<file path="src/keypad_tone_sequencer_assert.svh">
// Assertion helpers for the keypad tone sequencer.
`ifndef KEYPAD_TONE_SEQUENCER_ASSERT_SVH
`define KEYPAD_TONE_SEQUENCER_ASSERT_SVH

`ifndef SYNTHESIS
`define KTS_ASSERT_IMPLY(label, clk, rst, a, c) \
  label: assert property (@(posedge clk) disable iff (rst) (a) |-> (c)) \
    else $error("implication check failed");
`define KTS_ASSERT_NEXT(label, clk, rst, a, c) \
  label: assert property (@(posedge clk) disable iff (rst) (a) |=> (c)) \
    else $error("next-cycle check failed");
`else
`define KTS_ASSERT_IMPLY(label, clk, rst, a, c)
`define KTS_ASSERT_NEXT(label, clk, rst, a, c)
`endif

`endif

</file>
<file path="src/kts_pkg.sv">
`timescale 1ns / 1ps
`default_nettype none
package kts_pkg;

  localparam int TICK_HZ    = 1000000;
  localparam int OCTAVE_TOP = 8;

  // quotient width follows the tick rate, bit counter width the quotient width
  localparam int QW = $clog2(TICK_HZ + 1);
  localparam int CW = $clog2(QW);
  localparam int FW = 13;

  localparam logic [12:0] LEN_MAX   = 13'd5000;
  localparam logic [12:0] LEN_MIN   = 13'd100;
  localparam logic [12:0] LEN_STEP  = 13'd100;
  localparam logic [12:0] LEN_RESET = 13'd1000;
  localparam logic [3:0]  OCT_RESET = 4'd4;
  localparam logic [3:0]  OCT_TOP   = 4'(OCTAVE_TOP);
  localparam logic [2:0]  NOTE_LAST = 3'd6;

  localparam logic [3:0] KEY_NONE  = 4'd0;
  localparam logic [3:0] KEY_NOTE1 = 4'd1;
  localparam logic [3:0] KEY_NOTE7 = 4'd7;
  localparam logic [3:0] KEY_LONG  = 4'd8;
  localparam logic [3:0] KEY_SHORT = 4'd9;
  localparam logic [3:0] KEY_OCTUP = 4'd10;
  localparam logic [3:0] KEY_OCTDN = 4'd11;
  localparam logic [3:0] KEY_SCALE = 4'd12;

  typedef enum logic [2:0] {
    ST_IDLE,
    ST_PROC,
    ST_DIV,
    ST_WRAP,
    ST_EMIT
  } state_t;

  function automatic logic [FW-1:0] base_freq(input logic [2:0] idx);
    logic [FW-1:0] f;
    case (idx)
      3'd0: f = FW'(262);
      3'd1: f = FW'(294);
      3'd2: f = FW'(330);
      3'd3: f = FW'(349);
      3'd4: f = FW'(392);
      3'd5: f = FW'(440);
      default: f = FW'(494);
    endcase
    return f;
  endfunction

  // base frequency moved by (octave - 4) octaves
  function automatic logic [FW-1:0] note_freq(input logic [2:0] idx, input logic [3:0] oct);
    logic [FW-1:0] b;
    logic [FW-1:0] f;
    b = base_freq(idx);
    if (oct >= OCT_RESET) begin
      f = b << (oct - OCT_RESET);
    end else begin
      f = b >> (OCT_RESET - oct);
    end
    return f;
  endfunction

endpackage
`default_nettype wire

</file>
<file path="src/keypad_tone_sequencer.sv">
// An item that starts no note passes through ST_PROC and ST_EMIT; one that
//   starts a note runs the bit-serial period divider in ST_DIV and ST_WRAP
//   between them. One item at a time: a new one is taken only in ST_IDLE,
//   and ST_EMIT waits while an earlier result is still held on the output.
// Reset (rst, synchronous): octave 4, duration 1000 ms, tone off, no scale.
`timescale 1ns / 1ps
`default_nettype none
`include "keypad_tone_sequencer_assert.svh"
module keypad_tone_sequencer (
  input  wire logic        clk,
  input  wire logic        rst,
  input  wire logic        s_tvalid,
  output logic             s_tready,
  input  wire logic [7:0]  s_tdata,  // key[3:0], zero fill
  input  wire logic        s_tuser,  // func: 0 tick, 1 key press
  output logic             m_tvalid,
  input  wire logic        m_tready,
  output logic [55:0]      m_tdata   // sound_on, reload[16], compare[16], note[3],
                                     // octave[4], length_ms[13], limit_hit,
                                     // scale_running, zero fill
);

  kts_pkg::state_t state, state_next;

  logic                  func_r;
  logic [3:0]            key_r;
  logic [3:0]            octave_level;
  logic [12:0]           note_length;
  logic                  single_active;
  logic [12:0]           single_left;
  logic                  scale_active;
  logic [2:0]            scale_step;
  logic [12:0]           scale_left;
  logic [15:0]           period_reg;
  logic [15:0]           compare_reg;
  logic [2:0]            last_note;
  logic                  limit;

  logic [kts_pkg::FW-1:0] fdiv;
  logic [kts_pkg::FW-1:0] rem;
  logic [kts_pkg::QW-1:0] quo;
  logic [kts_pkg::CW-1:0] cnt;

  logic                   need_div;
  logic [2:0]             div_idx;
  logic                   div_load;
  logic                   emit_load;

  localparam logic [kts_pkg::QW-1:0] TICK_VEC = kts_pkg::QW'(kts_pkg::TICK_HZ);

  // one restoring-division step per cycle
  logic [kts_pkg::FW:0]   shifted;
  logic                   ge;
  logic [kts_pkg::FW:0]   diff;
  assign shifted = {rem, TICK_VEC[cnt]};
  assign ge      = shifted >= {1'b0, fdiv};
  assign diff    = shifted - {1'b0, fdiv};

  logic [12:0] single_dec;
  logic [12:0] scale_dec;
  logic [2:0]  step_inc;
  assign single_dec = single_left - 13'd1;
  assign scale_dec  = scale_left - 13'd1;
  assign step_inc   = scale_step + 3'd1;

  logic is_note_key;
  assign is_note_key = key_r >= kts_pkg::KEY_NOTE1 && key_r <= kts_pkg::KEY_NOTE7;

  always_comb begin
    need_div = 1'b0;
    div_idx  = 3'd0;
    if (!func_r) begin
      if (scale_active && scale_dec == 13'd0 && scale_step < kts_pkg::NOTE_LAST) begin
        need_div = 1'b1;
        div_idx  = step_inc;
      end
    end else if (is_note_key) begin
      need_div = 1'b1;
      div_idx  = 3'(key_r - 4'd1);
    end else if (key_r == kts_pkg::KEY_SCALE) begin
      need_div = 1'b1;
      div_idx  = 3'd0;
    end
  end

  always_comb begin
    state_next = state;
    case (state)
      kts_pkg::ST_IDLE: if (s_tvalid) state_next = kts_pkg::ST_PROC;
      kts_pkg::ST_PROC: state_next = need_div ? kts_pkg::ST_DIV : kts_pkg::ST_EMIT;
      kts_pkg::ST_DIV:  if (cnt == '0) state_next = kts_pkg::ST_WRAP;
      kts_pkg::ST_WRAP: state_next = kts_pkg::ST_EMIT;
      kts_pkg::ST_EMIT: if (!m_tvalid || m_tready) state_next = kts_pkg::ST_IDLE;
      default:          state_next = kts_pkg::ST_IDLE;
    endcase
  end

  always_comb begin
    s_tready  = state == kts_pkg::ST_IDLE;
    div_load  = state == kts_pkg::ST_PROC && need_div;
    emit_load = state == kts_pkg::ST_EMIT && (!m_tvalid || m_tready);
  end

  always_ff @(posedge clk) begin
    if (rst) begin
      state <= kts_pkg::ST_IDLE;
    end else begin
      state <= state_next;
    end
  end

  always_ff @(posedge clk) begin
    if (s_tvalid && s_tready) begin
      func_r <= s_tuser;
      key_r  <= s_tdata[3:0];
    end
    if (div_load) begin
      fdiv <= kts_pkg::note_freq(div_idx, octave_level);
      rem  <= '0;
      quo  <= '0;
      cnt  <= kts_pkg::CW'(kts_pkg::QW - 1);
    end else if (state == kts_pkg::ST_DIV) begin
      rem <= ge ? diff[kts_pkg::FW-1:0] : shifted[kts_pkg::FW-1:0];
      quo <= {quo[kts_pkg::QW-2:0], ge};
      cnt <= cnt - kts_pkg::CW'(1);
    end
  end

  logic [15:0] period_new;
  logic [16:0] period_inc;
  assign period_new = (fdiv == '0) ? 16'hFFFF : quo[15:0] - 16'd1;
  assign period_inc = {1'b0, period_new} + 17'd1;

  always_ff @(posedge clk) begin
    if (rst) begin
      octave_level  <= kts_pkg::OCT_RESET;
      note_length   <= kts_pkg::LEN_RESET;
      single_active <= 1'b0;
      single_left   <= '0;
      scale_active  <= 1'b0;
      scale_step    <= '0;
      scale_left    <= '0;
      period_reg    <= '0;
      compare_reg   <= '0;
      last_note     <= '0;
      limit         <= 1'b0;
    end else if (state == kts_pkg::ST_PROC) begin
      limit <= 1'b0;
      if (div_load) last_note <= div_idx;
      if (!func_r) begin
        if (single_active) begin
          single_left <= single_dec;
          if (single_dec == 13'd0) begin
            compare_reg   <= '0;
            single_active <= 1'b0;
          end
        end
        if (scale_active) begin
          scale_left <= scale_dec;
          if (scale_dec == 13'd0) begin
            scale_step <= step_inc;
            if (scale_step < kts_pkg::NOTE_LAST) begin
              scale_left <= note_length;
            end else begin
              scale_active  <= 1'b0;
              compare_reg   <= '0;
              single_active <= 1'b0;
            end
          end
        end
      end else if (key_r != kts_pkg::KEY_NONE) begin
        if (scale_active) begin
          scale_active  <= 1'b0;
          compare_reg   <= '0;
          single_active <= 1'b0;
        end
        if (is_note_key) begin
          single_active <= 1'b1;
          single_left   <= note_length;
        end else begin
          case (key_r)
            kts_pkg::KEY_LONG: begin
              if (note_length < kts_pkg::LEN_MAX) note_length <= note_length + kts_pkg::LEN_STEP;
              else limit <= 1'b1;
            end
            kts_pkg::KEY_SHORT: begin
              if (note_length > kts_pkg::LEN_MIN) note_length <= note_length - kts_pkg::LEN_STEP;
              else limit <= 1'b1;
            end
            kts_pkg::KEY_OCTUP: begin
              if (octave_level >= kts_pkg::OCT_TOP) limit <= 1'b1;
              else octave_level <= octave_level + 4'd1;
            end
            kts_pkg::KEY_OCTDN: begin
              if (octave_level == 4'd0) limit <= 1'b1;
              else octave_level <= octave_level - 4'd1;
            end
            kts_pkg::KEY_SCALE: begin
              scale_step   <= '0;
              scale_active <= 1'b1;
              scale_left   <= note_length;
            end
            default: begin
            end
          endcase
        end
      end
    end else if (state == kts_pkg::ST_WRAP) begin
      period_reg  <= period_new;
      compare_reg <= period_inc[16:1];
    end
  end

  always_ff @(posedge clk) begin
    if (rst) begin
      m_tvalid <= 1'b0;
    end else if (emit_load) begin
      m_tvalid <= 1'b1;
    end else if (m_tready) begin
      m_tvalid <= 1'b0;
    end
  end

  always_ff @(posedge clk) begin
    if (emit_load) begin
      m_tdata <= {1'b0, scale_active, limit, note_length, octave_level, last_note,
                  compare_reg, period_reg, compare_reg != 16'd0};
    end
  end

  `KTS_ASSERT_IMPLY(a_len_range, clk, rst, 1'b1, note_length >= kts_pkg::LEN_MIN && note_length <= kts_pkg::LEN_MAX)
  `KTS_ASSERT_IMPLY(a_scale_step, clk, rst, scale_active, scale_step <= kts_pkg::NOTE_LAST)
  `KTS_ASSERT_NEXT(a_accept_proc, clk, rst, s_tvalid && s_tready, state == kts_pkg::ST_PROC)
  `KTS_ASSERT_NEXT(a_div_end, clk, rst, state == kts_pkg::ST_DIV && cnt == '0, state == kts_pkg::ST_WRAP)
  `KTS_ASSERT_NEXT(a_emit_valid, clk, rst, emit_load, m_tvalid && state == kts_pkg::ST_IDLE)

endmodule
`default_nettype wire

</file>
<file path="config.mk">
export PLATFORM = sky130hd
export DESIGN_NAME = keypad_tone_sequencer
export DESIGN_NICKNAME = d
export VERILOG_FILES = /design/src/kts_pkg.sv /design/src/keypad_tone_sequencer.sv
export VERILOG_INCLUDE_DIRS = /design/src /design/src/src
export SDC_FILE = /design/constraint.sdc
export NUM_CORES = 1
export LEC_CHECK = 0
export ABC_AREA = 1
export BUFFER_PORTS_ARGS = -buffer_cell sky130_fd_sc_hd__buf_4
export CAP_MARGIN = 30
export CORE_MARGIN = 4
export CORE_UTILIZATION = 61
export DETAILED_ROUTE_END_ITERATION = 10
export PLACE_DENSITY = 0.8
export SETUP_SLACK_MARGIN = 0.5
export SYNTH_ARGS = -nofsm -noshare
export SYNTH_HDL_FRONTEND = slang
export SYNTH_SLANG_ARGS = --single-unit
</file>
<file path="constraint.sdc">
create_clock -name clk -period 7.35 [get_ports clk]
set_clock_uncertainty 0.1 [all_clocks]
set_input_delay 0.3675 -clock clk [delete_from_list [all_inputs] [get_ports clk]]
set_output_delay 0.3675 -clock clk [all_outputs]
set_load 0.01 [all_outputs]
</file>
==> run metrics <==
Commonest cells post-synth=nand2_1, inv_1, nor2_1, dfxtp_1, o21ai_0; wire per inst=15.51 um; RSZ-0062 raised after global routing=no; P&R area growth vs syn=11.52%; Post-CTS Setup Repair Bufs=0; final instance area=0.01183 sq mm; Port Buffer Count=63; share of layout cells above drive strength 1=9.870%; CTS sink cnt=192; setup TNS=0 ps; row count=47; CTS Buffer Depth=2; critical path required time=7430 ps; synthesized cell area=0.01061 sq mm; initial antenna violation count=0; gr ovfl total=0; Syn Inst Count=1397; outcome=complete, no violations; Rel. slew slack=34.14%; final period utilization=52.23%; count leader, synth=nand2_1; first-pass GRT wire length=43210 um; Max FO, Critical Path=24; GRT Overall Usage=26.67%; Fmax=260.5 MHz; register area share after synthesis=42.92%; Post-synth EDFFs=71; DRC=0; max reg flops=53; type of the most critical hold path=input port to flip-flop; post_cts resized=0; post-synth top area share=22.83%; largest net degree at the start of global routing=54; top cells by area, synth=dfxtp_1, edfxtp_1, nand2_1; CTS Buf Count=17; CP arrival=3920 ps; Synth Flop Type=dfxtp_1; Worst-Margin Slew=980.4 ps; FILL cells=1398; Vias/cell=5.768; maximum vdd drop=0.0001956 V; Final Hold Fails=0; via count=9685; CTS tree=done; Ys Warns=0; Avg Inst Size Synth=7.596 sq um; Pre-antenna DRT Iters=5; final setup fails=0; initial drt markers=857; Most flops, register=m_tdata; DRT Wirelength=26040 um; die area=0.01957 sq mm; asr flop ratio synth=0%; Placed Area=0.01123 sq mm; core area=0.01682 sq mm; Yosys reg bits=192; Pwr Density=250.1 mW/mm^2; final max-slew violation count=0; post-layout min period=3839 ps; die height=139.9 um; CP Launch Type=flip-flop; Layout Nets=1497; leading area contributor after synthesis=dfxtp_1; IO Pins=71; Distinct cells, synth=56; initial core utilization=63.09%; max_cap viols=0; DP Cell Count=1644; root buffer cell=clkbuf_16; post-route ant nets=0; Post-Layout Cell Count=1679; CP Class=flip-flop to flip-flop; routability congestion estimate=0.9493; ANT cells=0; Lkg Pwr=5.516 nW; Worst-Skew Late Latency=440 ps; Die X=139.9 um; H-tree levels=4; vias in the first global route=9038; CP endpoint kind=flip-flop; final core utilization=70.36%; Detail Placement HPWL=18230 um; Clock transition at path regs=70 ps
-- worst max-delay path, cell delays in order (launching register included) --
cell and delay, ps:
edfxtp_1 920, clkinv_1 790, nor2_1 320, inv_1 130, or2_2 300, nand2_2 170, inv_2 120, nand3_1 110
nand3_1 170, nand3_1 120, o21ai_0 130, nand2_1 100, nand3_1 90
-- cell families after synthesis --
family,share of synthesized area (%)
AOI/OAI and AO/OA,15.87
adders and majority gates,4.622
DFF,42.92
buffers and inverters,9.586
xor gates and xnor gates,2.641
other,0.03534
and+or+nand+nor,24.32
-- layout make-up --
cell class / count / area, sq um / area share, %
clock buffers: 17 / 425.4 / 3.595
multi-input cells: 943 / 5054 / 42.70
flip-flops and latches: 192 / 4554 / 38.49
inverters: 220 / 828.3 / 6.999
clock inverters: 15 / 151.4 / 1.279
repair buffers: 72 / 545.5 / 4.610
well taps: 220 / 275.3 / 2.326
-- what timing repair did --
action / CTS / global route
hold buffers: 1 / 2
endpoints found under the setup margin: 0 / 0
hold endpoints to repair: 1 / 2
-- final timing paths --
kind / startpoint / endpoint / slack, ps / depth (start not counted)
max: func_r / fdiv[11] / 3510 / 12
max reg2reg: func_r / fdiv[11] / 3510 / 12
min reg2reg: period_reg[15] / m_tdata[16] / 330 / 0
min: s_tdata[3] / key_r[3] / 20 / 1
-- per-layer routing --
layer | vias to the layer above | wire length, um | track usage [%] | part of all wire [%]
li1 | 4779 | - | - | -
met5 | - | 0 | 0 | 0
met1 | 4446 | 11310 | 35.81 | 43
met3 | 49 | 1814 | 4.499 | 7.0
met4 | 0 | 544 | 8.567 | 2.1
met2 | 411 | 12380 | 44.29 | 48
-- cells in the final DEF (no fill, tap or decap), drive strengths merged, types with 3 or more instances in the layout --
master | Yosys | final
nand2 | 255 | 255
inv | 214 | 219
nor2 | 152 | 152
dfxtp | 121 | 121
o21ai | 112 | 112
nand3 | 105 | 105
a21oi | 85 | 85
edfxtp | 71 | 71
buf | 9 | 69
ha | 36 | 36
o211ai | 30 | 30
nand4 | 24 | 24
nor3 | 19 | 19
xor2 | 17 | 17
clkbuf | 35 | 17
a31oi | 16 | 16
xnor2 | 15 | 15
clkinv | 6 | 13
a22oi | 12 | 12
nor4 | 11 | 11
a211oi | 8 | 8
or2 | 7 | 7
a221oi | 5 | 5
o22ai | 5 | 5
nand3b | 4 | 4
o221ai | 3 | 3
conb | 1 | 3
dlygate4sd3 | 0 | 3
-- report_power, final --
group	leakage [nW]	internal, mW	switching, mW
clock network	0.279	0.478	0.440
registers	1.62	1.19	0.0695
logic	3.62	0.274	0.514
total	5.52	1.94	1.02
-- per-stage QoR --
stage                     setup WS, ps  power (mW)  hold slack (ps)
after floorplan                   1044       1.859            303.0
after global placement            3567       2.019            309.8
after detailed placement          3653       2.041            314.0
after CTS                         3636       2.954            2.376
after global routing              3196       3.132            3.038
final                             3511       2.960            18.85
(Power assumes the default switching activity.)
